## config.mk

```make
export PLATFORM = sky130hd
export DESIGN_NAME = arx_round
export DESIGN_NICKNAME = d
export VERILOG_FILES = /design/src/arx_pkg.sv /design/src/arx_round.sv
export SDC_FILE = /design/constraint.sdc
export NUM_CORES = 1
export LEC_CHECK = 0
export CAP_MARGIN = 15
export CORE_MARGIN = 2
export CORE_UTILIZATION = 50
export DETAILED_ROUTE_END_ITERATION = 16
export DONT_BUFFER_PORTS = 1
export PLACE_DENSITY_LB_ADDON = 0.12
export SYNTH_ARGS = -nofsm -noshare
export SYNTH_HDL_FRONTEND = slang
export SYNTH_SLANG_ARGS = --single-unit
```

## constraint.sdc

```tcl
create_clock -name clk -period 9.21 [get_ports clk]
set_clock_uncertainty 0.1 [all_clocks]
set_input_delay 0.4605 -clock clk [delete_from_list [all_inputs] [get_ports clk]]
set_output_delay 0.4605 -clock clk [all_outputs]
set_load 0.005 [all_outputs]
```

## src/arx_pkg.sv

```systemverilog
package arx_pkg;

	localparam int COORD_FRAC_BITS = 8;
	localparam int TRIG_FRAC_BITS  = 16;

	localparam int ANGLE_W = 11;
	localparam int COORD_W = 24;
	localparam int OUT_W   = 17;
	localparam int AOFF_W  = 12;
	localparam int DEG_W   = 9;
	localparam int IDX_W   = 7;

	localparam int DEG_QUARTER = 90;
	localparam int DEG_HALF    = 2 * DEG_QUARTER;
	localparam int DEG_THREEQ  = 3 * DEG_QUARTER;
	localparam int DEG_FULL    = 4 * DEG_QUARTER;
	localparam int ANGLE_BIAS  = 3 * DEG_FULL;

	localparam int TRIG_MAG_W = TRIG_FRAC_BITS + 1;
	localparam int TRIG_W     = TRIG_MAG_W + 1;
	localparam int TRIG_UP    = (TRIG_FRAC_BITS >= 16) ? TRIG_FRAC_BITS - 16 : 0;
	localparam int TRIG_DN    = (TRIG_FRAC_BITS < 16) ? 16 - TRIG_FRAC_BITS : 1;

	localparam int PROD_W = COORD_W + TRIG_W;
	localparam int SUM_W  = PROD_W + 1;
	localparam int FRAC_W = COORD_FRAC_BITS + TRIG_FRAC_BITS;
	localparam int RND_W  = SUM_W + 1 - FRAC_W;
	localparam int CMP_W  = RND_W + OUT_W;

	localparam int OUT_MAX = 2 ** (OUT_W - 1) - 1;
	localparam int OUT_MIN_MAG = 2 ** (OUT_W - 1);

	typedef logic signed [COORD_W-1:0] coord_t;
	typedef logic signed [TRIG_W-1:0] trig_t;
	typedef logic signed [SUM_W-1:0] sum_t;
	typedef logic signed [OUT_W-1:0] res_t;

	typedef struct packed {
		logic   vld;
		trig_t  sin_v;
		trig_t  cos_v;
		coord_t x;
		coord_t y;
	} arx_trig_t;

	typedef struct packed {
		logic vld;
		sum_t sum_x;
		sum_t sum_y;
	} arx_sum_t;

	function automatic logic [16:0] quarter_sine(input logic [IDX_W-1:0] k);
		logic [16:0] v;
		case (k)
			7'd0: v = 17'd0;
			7'd1: v = 17'd1144;
			7'd2: v = 17'd2287;
			7'd3: v = 17'd3430;
			7'd4: v = 17'd4572;
			7'd5: v = 17'd5712;
			7'd6: v = 17'd6850;
			7'd7: v = 17'd7987;
			7'd8: v = 17'd9121;
			7'd9: v = 17'd10252;
			7'd10: v = 17'd11380;
			7'd11: v = 17'd12505;
			7'd12: v = 17'd13626;
			7'd13: v = 17'd14742;
			7'd14: v = 17'd15855;
			7'd15: v = 17'd16962;
			7'd16: v = 17'd18064;
			7'd17: v = 17'd19161;
			7'd18: v = 17'd20252;
			7'd19: v = 17'd21336;
			7'd20: v = 17'd22415;
			7'd21: v = 17'd23486;
			7'd22: v = 17'd24550;
			7'd23: v = 17'd25607;
			7'd24: v = 17'd26656;
			7'd25: v = 17'd27697;
			7'd26: v = 17'd28729;
			7'd27: v = 17'd29753;
			7'd28: v = 17'd30767;
			7'd29: v = 17'd31772;
			7'd30: v = 17'd32768;
			7'd31: v = 17'd33754;
			7'd32: v = 17'd34729;
			7'd33: v = 17'd35693;
			7'd34: v = 17'd36647;
			7'd35: v = 17'd37590;
			7'd36: v = 17'd38521;
			7'd37: v = 17'd39441;
			7'd38: v = 17'd40348;
			7'd39: v = 17'd41243;
			7'd40: v = 17'd42126;
			7'd41: v = 17'd42995;
			7'd42: v = 17'd43852;
			7'd43: v = 17'd44695;
			7'd44: v = 17'd45525;
			7'd45: v = 17'd46341;
			7'd46: v = 17'd47143;
			7'd47: v = 17'd47930;
			7'd48: v = 17'd48703;
			7'd49: v = 17'd49461;
			7'd50: v = 17'd50203;
			7'd51: v = 17'd50931;
			7'd52: v = 17'd51643;
			7'd53: v = 17'd52339;
			7'd54: v = 17'd53020;
			7'd55: v = 17'd53684;
			7'd56: v = 17'd54332;
			7'd57: v = 17'd54963;
			7'd58: v = 17'd55578;
			7'd59: v = 17'd56175;
			7'd60: v = 17'd56756;
			7'd61: v = 17'd57319;
			7'd62: v = 17'd57865;
			7'd63: v = 17'd58393;
			7'd64: v = 17'd58903;
			7'd65: v = 17'd59396;
			7'd66: v = 17'd59870;
			7'd67: v = 17'd60326;
			7'd68: v = 17'd60764;
			7'd69: v = 17'd61183;
			7'd70: v = 17'd61584;
			7'd71: v = 17'd61966;
			7'd72: v = 17'd62328;
			7'd73: v = 17'd62672;
			7'd74: v = 17'd62997;
			7'd75: v = 17'd63303;
			7'd76: v = 17'd63589;
			7'd77: v = 17'd63856;
			7'd78: v = 17'd64104;
			7'd79: v = 17'd64332;
			7'd80: v = 17'd64540;
			7'd81: v = 17'd64729;
			7'd82: v = 17'd64898;
			7'd83: v = 17'd65048;
			7'd84: v = 17'd65177;
			7'd85: v = 17'd65287;
			7'd86: v = 17'd65376;
			7'd87: v = 17'd65446;
			7'd88: v = 17'd65496;
			7'd89: v = 17'd65525;
			7'd90: v = 17'd65536;
			default: v = 17'd0;
		endcase
		return v;
	endfunction

	function automatic logic [TRIG_MAG_W-1:0] trig_mag(input logic [IDX_W-1:0] k);
		logic [47:0] v;
		v = 48'(quarter_sine(k));
		if (TRIG_FRAC_BITS >= 16) begin
			v = v << TRIG_UP;
		end else begin
			v = (v + (48'd1 << (TRIG_DN - 1))) >> TRIG_DN;
		end
		return v[TRIG_MAG_W-1:0];
	endfunction

endpackage

```

## src/arx_round.sv

```systemverilog
module arx_round (
	input  logic              clk,
	input  logic              arst_n,
	input  arx_pkg::arx_sum_t sums,
	output logic              done,
	output arx_pkg::res_t     out_x,
	output arx_pkg::res_t     out_y
);
	import arx_pkg::*;

	function automatic logic [RND_W-1:0] round_mag(input logic [SUM_W-1:0] mag);
		logic [SUM_W:0] t;
		t = {1'b0, mag} + ((SUM_W + 1)'(1) << (FRAC_W - 1));
		return t[SUM_W:FRAC_W];
	endfunction

	function automatic res_t saturate(input logic neg, input logic [RND_W-1:0] m);
		logic [CMP_W-1:0] w;
		logic [OUT_W-1:0] lim;
		w = CMP_W'(m);
		if (neg) begin
			lim = (w > CMP_W'(OUT_MIN_MAG)) ? OUT_W'(OUT_MIN_MAG) : w[OUT_W-1:0];
			return -$signed(lim);
		end else begin
			lim = (w > CMP_W'(OUT_MAX)) ? OUT_W'(OUT_MAX) : w[OUT_W-1:0];
			return $signed(lim);
		end
	endfunction

	logic             vld_s6, vld_s7, vld_s8;
	logic             nx_s6, ny_s6, nx_s7, ny_s7;
	logic [SUM_W-1:0] mx_s6, my_s6;
	logic [RND_W-1:0] rx_s7, ry_s7;
	res_t             ox_s8, oy_s8;

	always_ff @(posedge clk or negedge arst_n) begin
		if (!arst_n) begin
			vld_s6 <= 1'b0;
			vld_s7 <= 1'b0;
			vld_s8 <= 1'b0;
		end else begin
			vld_s6 <= sums.vld;
			vld_s7 <= vld_s6;
			vld_s8 <= vld_s7;
		end
	end

	// round half away from zero on the magnitude
	always_ff @(posedge clk) begin
		nx_s6 <= sums.sum_x[SUM_W-1];
		ny_s6 <= sums.sum_y[SUM_W-1];
		mx_s6 <= sums.sum_x[SUM_W-1] ? SUM_W'(-sums.sum_x) : SUM_W'(sums.sum_x);
		my_s6 <= sums.sum_y[SUM_W-1] ? SUM_W'(-sums.sum_y) : SUM_W'(sums.sum_y);
		nx_s7 <= nx_s6;
		ny_s7 <= ny_s6;
		rx_s7 <= round_mag(mx_s6);
		ry_s7 <= round_mag(my_s6);
		ox_s8 <= saturate(nx_s7, rx_s7);
		oy_s8 <= saturate(ny_s7, ry_s7);
	end

	assign done  = vld_s8;
	assign out_x = ox_s8;
	assign out_y = oy_s8;

endmodule

```

; Word-level counts from Yosys, hierarchy flattened
; Cells that the tools add are included.
[totals]
input_bits = 89
memories = 0
mem_bits_rw = 0
regBits = 167
latch_bits = 0
romBits = 0
[op_classes]
shift = 0
reduce_logical = 0
n_mux = 8
div = 0
magnitude_cmp = 4
n_addsub = 6
n_mul = 0
n_eq_ne = 0
n_bitwise = 0
[op_table]
columns = operator, count
row1 = 17-bit two-way mux, 6
row2 = "43-bit by 24-bit adder with 44-bit output, second input constant", 2
row3 = 43-bit negator, 2
row4 = 42-bit two-way mux, 2
row5 = "20-bit by 16-bit greater-than comparator with 1-bit output, second input constant", 2
row6 = "20-bit by 17-bit greater-than comparator with 1-bit output, second input constant", 2
row7 = 17-bit negator, 2

; Depth between registers and ports, before layout
[logic_depth]
word_depth = 4
depth_mapped = 12
mapped_depth_nobuf = 11

; Least setup slack after synthesis
; OpenSTA, ideal clock, no wires.
[synth_timing]
path_kind = reg-to-reg
startpoint = register ry_s7[10]
endpoint = register oy_s8[8] (netlist: out_y[8])
n_path_buf = 0
period_less_slack_ns = 3.168
stages_incl_launch_ff = 12
path_slack_ns = 6.042
t_required_ns = 9.019
t_arrival_ns = 2.976
cell_sequence = dfxtp_1 -> or3_4 -> or4_4 -> o41ai_4 -> and2_2 -> nand2_1 -> ha_1 -> nor4b_1 -> a21oi_1 -> o21ai_0 -> and2b_1 -> a311oi_1
[synth_between]
elab_chain_cells = 4
[synth_lines]
columns = element, line
row1 = "start, declared", arx_round.sv:33  ; logic [RND_W-1:0] rx_s7, ry_s7;
row2 = "start signal, assigned", arx_round.sv:57  ; ry_s7 <= round_mag(my_s6);
row3 = 20-bit by 17-bit greater-than comparator with 1-bit output, arx_round.sv:22  ; lim = (w > CMP_W'(OUT_MIN_MAG)) ? OUT_W'(OUT_MIN_MAG) : w[OUT_W-1:0];
row4 = 17-bit two-way mux, arx_round.sv:22
row5 = 17-bit negator, arx_round.sv:23  ; return -$signed(lim);
row6 = 17-bit two-way mux *, arx_round.sv:21  ; if (neg) begin
row7 = "end signal, assigned", arx_round.sv:59  ; oy_s8 <= saturate(ny_s7, ry_s7);
row8 = "end, declared", arx_round.sv:34  ; res_t ox_s8, oy_s8;
; Mark *: on every way between the ends. The rest lies on a longest branch, timed or not.
; A chain may end at the register's enable or synchronous reset.

; Final worst setup path
; Ends and elaborated chain as after synthesis.

==> impl_metrics.env <==
export IMPL_netlist_instances=584
export IMPL_crit_path_end_kind="flip-flop"
export IMPL_crit_family="simple AND/OR/NAND/NOR gates"
export IMPL_start_kind="flip-flop"
export IMPL_syn_area_mm2=0.00540
export IMPL_wl_per_cell_um=16.2
export IMPL_hold_class="in -> reg"
export IMPL_cp_slowest_cell="o41ai_4"
export IMPL_crit_buf_inv=0
export IMPL_max_stage_delay_ns=0.70
export IMPL_worstPathCellList="or3_4 > or4_4 > o41ai_4 > and2_2 > nand2_1 > ha_1 > nor4b_1 > a21oi_1 > o21ai_0 > and2b_1 > a311oi_1"
export IMPL_drv_cap=0
export IMPL_coreArea_mm2=0.0104
export IMPL_portBuffers=0
export IMPL_clockRootBuffer="clkbuf_8"
export IMPL_numCtsBuffers=17
export IMPL_drt_total_wl_um=12500
export IMPL_hold_violations=0
export IMPL_synth_cell_types=58
export IMPL_drt_iter0_drc=172
export IMPL_worst_pin_slew_ns=1.06
export IMPL_initial_core_util=0.518
export IMPL_grt_total_usage=0.228
export IMPL_synthFlopType="dfxtp_1"
export IMPL_dp_hpwl_um=8860
export IMPL_drc_errors=0
export IMPL_antenna_left=0
export IMPL_setup_tns_ns=0
export IMPL_clock_sinks=121
export IMPL_firstDrtPassIters=5
export IMPL_layout_cells_non_filler=776
export IMPL_num_antenna_cells=0
export IMPL_synth_edf_count=0
export IMPL_peakVddDrop_mv=0.111
export IMPL_async_flop_share=0.0248
export IMPL_via_per_inst=5.77
export IMPL_cellLeakagePower_nw=2.41
export IMPL_fmax_mhz=250
export IMPL_dieArea_mm2=0.0116
export IMPL_placed_cells=700
export IMPL_nNetsFinal=720
export IMPL_fillCellCount=874
export IMPL_vias=4476
export IMPL_syn_nets=677
export IMPL_syn_to_final_growth_pct=21.2
export IMPL_grt_pass1_wl_um=20700
export IMPL_grt_max_degree=36
export IMPL_status="finished clean"
export IMPL_worstPathRequired_ns=9.53
export IMPL_top_level_ports=124
export IMPL_cp_arrival_ns=4.33
export IMPL_syn_area_per_cell_um2=9.24
export IMPL_clk_pin_slew_ns=0.06
export IMPL_final_cell_mix="118 x dfxtp_1, 65 x xnor2_1, 51 x nand2_1"
export IMPL_rsz0062_at_grt="no"
export IMPL_clkLatencyLatePin_ns=0.52
export IMPL_tritoncts="yes"
export IMPL_ys_seq_elements=121
export IMPL_min_period_ns=4.00
export IMPL_crit_fanout=11
export IMPL_gp_congestion=0.869
export IMPL_cts_buffer_depth=2
export IMPL_power_density_mw_per_mm2=235
export IMPL_dieWidth_um=108
export IMPL_seq_area_frac_synth=0.452
export IMPL_num_rows=37
export IMPL_htree_levels=4
export IMPL_design_area_mm2=0.00654
export IMPL_layout_commonest_cell="dfxtp_1"
export IMPL_crit_type="reg -> reg"
export IMPL_period_share=0.435
export IMPL_overflow=0
export IMPL_placedInstanceArea_mm2=0.00547
export IMPL_yosysWarnings=0
export IMPL_setup_viol=0
export IMPL_drive_gt1_frac=0.0797
export IMPL_die_h_um=108
export IMPL_maxSlewHeadroom=0.294
export IMPL_grt_pass1_vias=4210
export IMPL_antenna_found_initial=0
export IMPL_report_final_slew_viol_count=0
power breakdown:
part           switching [mW]  internal, mW
clock network           0.240         0.469
registers              0.0616         0.590
logic                  0.0899        0.0843
metal layers:
metal,track usage,up-vias,share of wire
met5,0,-,0
met4,0.0769,0,0.014
met3,0.0581,15,0.061
met2,0.351,175,0.44
met1,0.311,2060,0.48
li1,-,2226,-
final cells by class:
cell class	instances	area, µm²	area share
sequential	121	2440	0.373
tap	136	170	0.0260
inverter	7	26.3	0.00402
timing repair buffer	45	443	0.0677
clock inverter	14	223	0.0340
clock buffer	18	418	0.0639
multi-input combinational	435	2820	0.432
sequential cells by signal, summed over array words and instances, names as in the netlist:
name and flops:
mx_s6 20, my_s6 20, rx_s7 20, ry_s7 20
out_x 17, out_y 17, done 1, nx_s6 1
nx_s7 1, ny_s6 1, ny_s7 1, vld_s6 1
vld_s7 1
worst paths after layout:
kind	startpoint	to	slack [ns]	depth (start not counted)
min reg2reg	ny_s6$_DFF_P_	ny_s7$_DFF_P_	0.25	0
min in group asynchronous	arst_n	vld_s6$_DFF_PN0_	0.09	1
max reg2reg	ry_s7[10]$_DFF_P_	out_y[8]$_DFF_P_	5.21	11
min	sums[85]	mx_s6[39]$_DFF_P_	0.02	2
max	ry_s7[10]$_DFF_P_	out_y[8]$_DFF_P_	5.21	11
max in group asynchronous	arst_n	done$_DFF_PN0_	8.76	1
cells in the mapped netlist (13+ instances only):
cell | number | share of area
dfxtp_1 | 118 | 0.44
xnor2_1 | 65 | 0.11
nand2_1 | 51 | 0.035
o21ai_0 | 31 | 0.029
a21oi_1 | 30 | 0.028
nor2_1 | 30 | 0.021
nand3_1 | 25 | 0.023
nor3_1 | 23 | 0.021
clkbuf_1 | 17 | 0.012
nor4_1 | 17 | 0.020
o31ai_1 | 14 | 0.019
and3_1 | 13 | 0.015
or4_1 | 13 | 0.018
metrics by stage:
stage	util	total power, mW	hold slack, ns	setup slack (ns)
final	0.628	1.53	0.0205	5.21
after global routing	0.628	1.60	0.0144	4.92
after CTS	0.628	1.54	0.00427	5.23
after detailed placement	0.525	0.818	0.0650	5.24
after global placement	0.525	0.814	0.0650	5.39
after floorplan	-	0.774	0.0649	6.04
cells by family after synthesis:
family | after synthesis | share of synthesized area
simple gates | 235 | 0.239
flops | 121 | 0.452
xor+xnor | 74 | 0.120
buf+inv | 28 | 0.0250
fa+ha+maj | 4 | 0.00927
mux | 2 | 0.00371
compound gates | 120 | 0.151
timing repair:
item / 4_1_cts / 5_1_grt
buffers inserted: 0 / 0
hold buffers: 43 / 0
resized for setup: 0 / 0
hold endpoints to repair: 46 / 0
(Power assumes the default switching activity.)
